<file path="src/rtl/core/sgn_pkg.sv">
`timescale 1ns / 1ps
`default_nettype none
// ----------------------------------------------------------------------------
// sgn_pkg
// Shared types, constants and helper functions of the Sobel gradient / NMS core.
// ----------------------------------------------------------------------------
package sgn_pkg;

   localparam int ROW_W       = 13;   // row counter, runs up to frame height + 2
   localparam int FW_BITS     = 11;
   localparam int FH_BITS     = 13;
   localparam int MIN_DIM     = 3;
   localparam int HEIGHT_MAX  = 4096;
   localparam int TAPS        = 9;
   localparam int CENTER_TAP  = 4;
   localparam int MAG_BITS    = 8;
   localparam int WEIGHT_BITS = 9;
   localparam int WEIGHT_ONE  = 256;
   localparam int GRAD_BITS   = 11;
   localparam int ADDR_W      = 4;
   localparam int DATA_W      = 32;

   localparam logic [FW_BITS-1:0] FRAME_WIDTH_RST  = 11'd640;
   localparam logic [FH_BITS-1:0] FRAME_HEIGHT_RST = 13'd480;

   typedef enum logic [1:0] {
      REG_FRAME_WIDTH   = 2'd0,
      REG_FRAME_HEIGHT  = 2'd1,
      REG_SUPPRESS      = 2'd2
   } reg_index_type;

   typedef struct packed {
      logic [FW_BITS-1:0] frame_width;
      logic [FH_BITS-1:0] frame_height;
      logic               suppress_enable;
   } cfg_type;

   typedef enum logic [3:0] {
      OP_NONE,
      OP_ACCEPT,
      OP_LATCH,
      OP_DECODE,
      OP_PIX_TAP,
      OP_SQUARE,
      OP_SUM,
      OP_SQRT,
      OP_MAG_WR,
      OP_MAG_TAP,
      OP_PREP,
      OP_DIV,
      OP_CMP1,
      OP_CMP2,
      OP_EMIT,
      OP_ADVANCE
   } op_type;

   typedef struct packed {
      op_type     op;
      logic [3:0] idx;
   } dp_cmd_type;

   typedef struct packed {
      logic drop_idle;
      logic drop_item;
      logic need_mag;
      logic need_out;
      logic out_busy;
   } dp_status_type;

   // three-row circular line stores
   function automatic logic [1:0] slot_inc(logic [1:0] s);
      return (s == 2'd2) ? 2'd0 : s + 2'd1;
   endfunction

   function automatic logic [1:0] slot_dec(logic [1:0] s);
      return (s == 2'd0) ? 2'd2 : s - 2'd1;
   endfunction

   // window taps are numbered row-major, top row first
   function automatic logic [1:0] tap_slot(logic [1:0] s, logic [3:0] k);
      logic [1:0] r;
      if (k < 4'd3) r = slot_dec(s);
      else if (k < 4'd6) r = s;
      else r = slot_inc(s);
      return r;
   endfunction

   function automatic logic signed [2:0] kx(logic [3:0] k);
      logic signed [2:0] c;
      case (k)
         4'd0, 4'd6: c = 3'sb001;
         4'd2, 4'd8: c = 3'sb111;
         4'd3:       c = 3'sb010;
         4'd5:       c = 3'sb110;
         default:    c = 3'sb000;
      endcase
      return c;
   endfunction

   function automatic logic signed [2:0] ky(logic [3:0] k);
      logic signed [2:0] c;
      case (k)
         4'd0, 4'd2: c = 3'sb001;
         4'd1:       c = 3'sb010;
         4'd6, 4'd8: c = 3'sb111;
         4'd7:       c = 3'sb110;
         default:    c = 3'sb000;
      endcase
      return c;
   endfunction

endpackage
`default_nettype wire

</file>
<file path="src/rtl/core/sgn_ctrl.sv">
`timescale 1ns / 1ps
`default_nettype none
// ----------------------------------------------------------------------------
// sgn_ctrl
// Sequencer: walks one item through latch, Sobel taps, square root, window
// read, weight division, comparisons and output, skipping steps it does not need.
// ----------------------------------------------------------------------------
module sgn_ctrl (
   input  logic                  clock,
   input  logic                  reset,
   input  logic                  req_valid,
   output logic                  req_stall,
   input  sgn_pkg::dp_status_type status,
   output sgn_pkg::dp_cmd_type    cmd
);
   import sgn_pkg::*;

   typedef enum logic [3:0] {
      S_IDLE, S_LATCH, S_DECODE, S_PIX, S_SQUARE, S_SUM, S_SQRT, S_MAGWR,
      S_MAGRD, S_PREP, S_DIV, S_CMP1, S_CMP2, S_EMIT, S_ADV
   } state_type;

   state_type  state_ff, state_in;
   logic [3:0] cnt_ff, cnt_in;
   logic       need_out_ff, need_out_in;

   assign req_stall = (state_ff != S_IDLE);

   always_comb begin
      state_in    = state_ff;
      cnt_in      = cnt_ff;
      need_out_in = need_out_ff;
      cmd.op      = OP_NONE;
      cmd.idx     = cnt_ff;
      unique case (state_ff)
         S_IDLE: begin
            if (req_valid) begin
               cmd.op   = OP_ACCEPT;
               state_in = S_LATCH;
            end
         end
         S_LATCH: begin
            cmd.op   = OP_LATCH;
            state_in = status.drop_idle ? S_IDLE : S_DECODE;
         end
         S_DECODE: begin
            cmd.op      = OP_DECODE;
            need_out_in = status.need_out;
            cnt_in      = 4'd0;
            if (status.drop_item) state_in = S_IDLE;
            else if (status.need_mag) state_in = S_PIX;
            else state_in = S_ADV;
         end
         S_PIX: begin
            cmd.op = OP_PIX_TAP;
            cnt_in = cnt_ff + 4'd1;
            if (cnt_ff == 4'(TAPS)) state_in = S_SQUARE;
         end
         S_SQUARE: begin
            cmd.op   = OP_SQUARE;
            state_in = S_SUM;
         end
         S_SUM: begin
            cmd.op   = OP_SUM;
            cnt_in   = 4'd0;
            state_in = S_SQRT;
         end
         S_SQRT: begin
            cmd.op = OP_SQRT;
            cnt_in = cnt_ff + 4'd1;
            if (cnt_ff == 4'(MAG_BITS - 1)) state_in = S_MAGWR;
         end
         S_MAGWR: begin
            cmd.op   = OP_MAG_WR;
            cnt_in   = 4'd0;
            state_in = need_out_ff ? S_MAGRD : S_ADV;
         end
         S_MAGRD: begin
            cmd.op = OP_MAG_TAP;
            cnt_in = cnt_ff + 4'd1;
            if (cnt_ff == 4'(TAPS)) state_in = S_PREP;
         end
         S_PREP: begin
            cmd.op   = OP_PREP;
            cnt_in   = 4'd0;
            state_in = S_DIV;
         end
         S_DIV: begin
            cmd.op = OP_DIV;
            cnt_in = cnt_ff + 4'd1;
            if (cnt_ff == 4'(WEIGHT_BITS - 1)) state_in = S_CMP1;
         end
         S_CMP1: begin
            cmd.op   = OP_CMP1;
            state_in = S_CMP2;
         end
         S_CMP2: begin
            cmd.op   = OP_CMP2;
            state_in = S_EMIT;
         end
         S_EMIT: begin
            // hold until the output register is free
            if (!status.out_busy) begin
               cmd.op   = OP_EMIT;
               state_in = S_ADV;
            end
         end
         S_ADV: begin
            cmd.op   = OP_ADVANCE;
            state_in = S_IDLE;
         end
         default: state_in = S_IDLE;
      endcase
   end

   always_ff @(posedge clock) begin
      if (reset) begin
         state_ff    <= S_IDLE;
         cnt_ff      <= 4'd0;
         need_out_ff <= 1'b0;
      end else begin
         state_ff    <= state_in;
         cnt_ff      <= cnt_in;
         need_out_ff <= need_out_in;
      end
   end

endmodule
`default_nettype wire

</file>
<file path="config.mk">
export PLATFORM = sky130hd
export DESIGN_NAME = sgn_ctrl
export DESIGN_NICKNAME = d
export VERILOG_FILES = /design/src/rtl/core/sgn_pkg.sv /design/src/rtl/core/sgn_ctrl.sv
export SDC_FILE = /design/constraint.sdc
export NUM_CORES = 1
export LEC_CHECK = 0
export BUFFER_PORTS_ARGS = -buffer_cell sky130_fd_sc_hd__buf_4
export CAP_MARGIN = 20
export CORE_MARGIN = 2
export CORE_UTILIZATION = 57
export DETAILED_ROUTE_END_ITERATION = 8
export GPL_TIMING_DRIVEN = 0
export PLACE_DENSITY = 0.92
export SYNTH_ARGS = -nofsm -noshare
export SYNTH_HDL_FRONTEND = slang
export SYNTH_SLANG_ARGS = --single-unit
</file>
<file path="constraint.sdc">
create_clock -name clock -period 3.8 [get_ports clock]
set_input_delay 0.19 -clock clock [delete_from_list [all_inputs] [get_ports clock]]
set_output_delay 0.19 -clock clock [all_outputs]
set_load 0.05 [all_outputs]
</file>
Word-level counts from Yosys, hierarchy flattened:

Index checks and enable logic that the tools add are counted.

* add/sub/neg operators: 1
* equal/unequal tests: 23
* mux-type cells: 15
* reductions and logical operators: 6

Operators with widths (count)
* case mux 4 bit (15 select lines): 1
* case mux 4 bit (14 select lines): 1
* equality test 4 bit (second input constant): 9
* two-way mux 4 bit: 9
* equality test 4 x 3 -> 1 bit (second input constant): 5
* inequality test 2 bit (second input constant): 6
* equality test 4 x 2 -> 1 bit (second input constant): 2
* case mux 4 bit (2 select lines): 1
* OR reduction 4 bit: 2
* AND reduction 6 bit: 1
* adder 4 x 1 -> 4 bit (second input constant): 1
* equality test 4 x 1 -> 1 bit (second input constant): 1
* logical NOT 4 bit: 1
* nonzero test 4 bit: 1
* two-way mux 3 bit: 1
* two-way mux 2 bit: 1
* nonzero test 2 bit: 1
* two-way mux 1 bit: 1

* register bits after elaboration: 9
* input port bits: 8
* output and inout port bits: 9
* word-level logic and storage cells: 48

Longest topological paths before layout:

* word-level depth: 3
* depth in mapped cells: 8
* mapped depth without buffers: 7

Least setup slack after synthesis:

Ideal clock, no wire load.

* path type: reg-to-output
* start: register state_ff[1]
* end: output cmd[7] (netlist bit)
* data arrival time: 1.930 ns
* data required time: 3.610 ns
* path slack: 1.680 ns
* cell stages (with the launch flop): 5
* path buffers: 2
* cells stage by stage: dfxtp_1 > buf_6 > buf_2 > inv_1 > o31ai_1

RTL lines
* start, declared: RTL line sgn_ctrl.sv:23 `state_type state_ff, state_in;`
* start signal, assigned: RTL line sgn_ctrl.sv:122 `state_ff <= state_in;`
* end, declared: RTL line sgn_ctrl.sv:14 `output sgn_pkg::dp_cmd_type cmd`

Worst setup path after layout:

* start: register cnt_ff[0]
* end: register cnt_ff[1]

* word-level cells in the longest chain between the ends: 2

RTL lines
* start, declared: RTL line sgn_ctrl.sv:24 `logic [3:0] cnt_ff, cnt_in;`
* start signal, assigned: RTL line sgn_ctrl.sv:123 `cnt_ff <= cnt_in;`
* adder 4 x 1 -> 4 bit
* case mux 4 bit (2 select lines): RTL line sgn_ctrl.sv:35 `unique case (state_ff)`

Every way passes these cells.
A chain may end at the register's enable or synchronous reset.

==> metrics <==
gr usage total=26.94%; Clk pwr share=23.8%; starting density of the core=63.04%; Comb pwr share=44.7%; syn avg cell area=7.311 sq um; post-layout min period=1909 ps; Sw Ratio=43.14%; drt wl/cell=14.82 um; critical path arrival=2060 ps; FMAX=0.5238 GHz; Clock Skews=2.979 ps; Synth Cell Area=840.8 sq um; Synth Warn #=0; sequential element share of the synthesized area=21.43%; Root Buffer=clkbuf_4; Worst-path clk slew=70 ps; postcts setup bufs=0; Nets=146; remaining antenna violation count=0; drt first pass iters=5; placed instance count=145; GPL Wtd Cong=0.9308; Leakage=0.0004359 uW; DR DRC count=0; number of I/O pins=17; Startpoint Class=register; Critical R2R Launch=cnt_ff[0]$_SDFFE_PP0P_; top cells by area, synth=dfxtp_1 21%, o21ai_0 6.0%, a21oi_1 5.4%, nand2_1 5.4%, nor2_1 5.4%; grt ovf=0; ANT cells=0; Area Growth Syn to Fin=18.75%; first-pass GRT wire length=3746 um; Pwr Density=341.8 nW/um^2; CTS buffer count=3; Synthesized Nets=126; Layout Cells excl Fill=149; die width=42.41 um; top cell type by total area after synthesis=dfxtp_1; CTS max path bufs=2; status=completed; critical path peak fanout=9; IO Port Bufs=15; clk_lat worst skew=280 ps; Worst Tran Pin Value=474.5 ps; WHS Endpoint=need_out_ff$_SDFFE_PP0P_; initial antenna violation count=0; max cap viols=0; final core utilization=74.86%; Yosys reg bits=9; kind of end point of the critical path=register; post-route cell area=998.5 sq um; Psw=147.2 uW; R2R Setup Slk=1890 ps; setup tns final=0 ps; worst setup margin=1891 ps; Rel. slew slack=68.37%; Top FF cell, synth=dfxtp_1; CTS resizes=0; num rows=13; RSZ-0062 raised after global routing=no; Synth top area share=21.43%; hold crit path type=in2reg; Pint=194.0 uW; worst vdd ir=245.6 uV; drt initial violations=77; die area=1798 sq um; synthesized instance count=115; Post-synth EDFFs=0; RR Endpoint=cnt_ff[1]$_SDFFE_PP0P_; CTS hold repair buffers=0; CTS tree=built; ys async rst share=0%; pre-CTS worst setup slack=1956 ps; via/cell ratio=6.523; crit path from=cnt_ff[0]$_SDFFE_PP0P_; Synth top cells by count=12 x nand2_1, 12 x nor2_1, 10 x o21ai_0; dpl cell area=972.2 sq um; CORE AREA=1334 sq um; Reg power frac=31.5%; total wire length=2208 um; Final Setup Violations=0; Post-DP HPWL=1525 um; number of global-route vias before repair=852; Final period util=50.24%; fin. max-slew vios=0; Vias=972; critical path class=reg2reg; Cell variety after synth=40; Die Y=42.41 um; WP data required=3950 ps; layout cell share with drive strength beyond 1=22.39%; Clock Sinks=9; R2R depth=7; largest net degree at the start of global routing=11; H-Tree Depth=1; hold_sp=status[1]; Worst Hold Depth=3; Hold Fails Final Rpt=0
layer usage:
metal / global-route usage (%) / share of wire, % / up-vias
met3: 5.172 / 10 / 7
met4: 12.50 / 2.4 / 0
met2: 40.31 / 45 / 71
li1: - / - / 457
met1: 36.88 / 42 / 437
met5: 0 / 0 / -
critical path: stages, from the launching register on:
cell       delay (ps)
dfxtp_1           370
clkbuf_1          320
inv_1              80
ha_1              350
a22oi_1           170
o2bb2ai_1         100
a222oi_1          330
nor2_1             70
sequential cells by signal, indices dropped and copies added, names as in the netlist:
signal,flops
need_out_ff,1
cnt_ff,4
state_ff,4
metrics by stage:
step / total power, uW / hold slack [ps]
6_report: 341.2 / 160.6
5_1_grt: 359.6 / 174.0
4_1_cts: 339.2 / 161.8
3_5_place_dp: 257.8 / 441.7
3_3_place_gp: 254.9 / 429.6
2_1_floorplan: 219.2 / 337.2
worst max path at each step:
| stage | to | slack, ps | cells past startpoint |
|---|---|---|---|
| 2_1_floorplan | cmd[7] | 1680 | 4 |
| 3_3_place_gp | cnt_ff[1]$_SDFFE_PP0P_ | 1980 | 7 |
| 3_5_place_dp | cnt_ff[1]$_SDFFE_PP0P_ | 1960 | 7 |
| 4_1_cts | cnt_ff[1]$_SDFFE_PP0P_ | 1930 | 7 |
| 5_1_grt | cnt_ff[1]$_SDFFE_PP0P_ | 1770 | 7 |
| 6_report | cnt_ff[1]$_SDFFE_PP0P_ | 1890 | 7 |
cells by family after synthesis:
| logic type | Yosys count | share of synthesized area, % |
|---|---|---|
| adders and majority gates | 3 | 4.465 |
| AOI/OAI and AO/OA | 41 | 34.23 |
| and+or+nand+nor | 46 | 28.87 |
| muxes | 1 | 1.191 |
| DFF | 9 | 21.43 |
| buffers and inverters | 15 | 9.820 |
final cells by class:
type                       instances  area, sq um
buffer                             9        60.06
fill                             106        335.3
multi-input combinational         91        578.1
timing repair buffer              15        112.6
inverter                           6        22.52
tap                               15        18.77
clock buffer                       4        26.28
sequential                         9        180.2
power by group through the flow:
| stage | registers (uW) | clock network, uW | logic, uW |
|---|---|---|---|
| global route | 108 | 89.0 | 163 |
| detailed placement | 109 | 0 | 148 |
| global placement | 109 | 0 | 146 |
| CTS | 107 | 82.6 | 149 |
| floorplan | 115 | 0 | 104 |
| finish | 107 | 81.3 | 153 |
layout by cell type (no fill, tap or decap), types with 2 or more instances in the layout:
cell	instances
dfxtp_1	9
inv_1	6
a21o_1	2
clkbuf_1	4
clkbuf_4	3
and3b_1	4
buf_6	3
o21ai_0	10
ha_1	3
nor3_1	3
nand2b_1	5
a22oi_1	3
nor2_1	12
nand3_1	3
nand2_1	12
buf_2	3
a21oi_1	9
a31oi_1	2
buf_4	15
(Power assumes the default switching activity.)
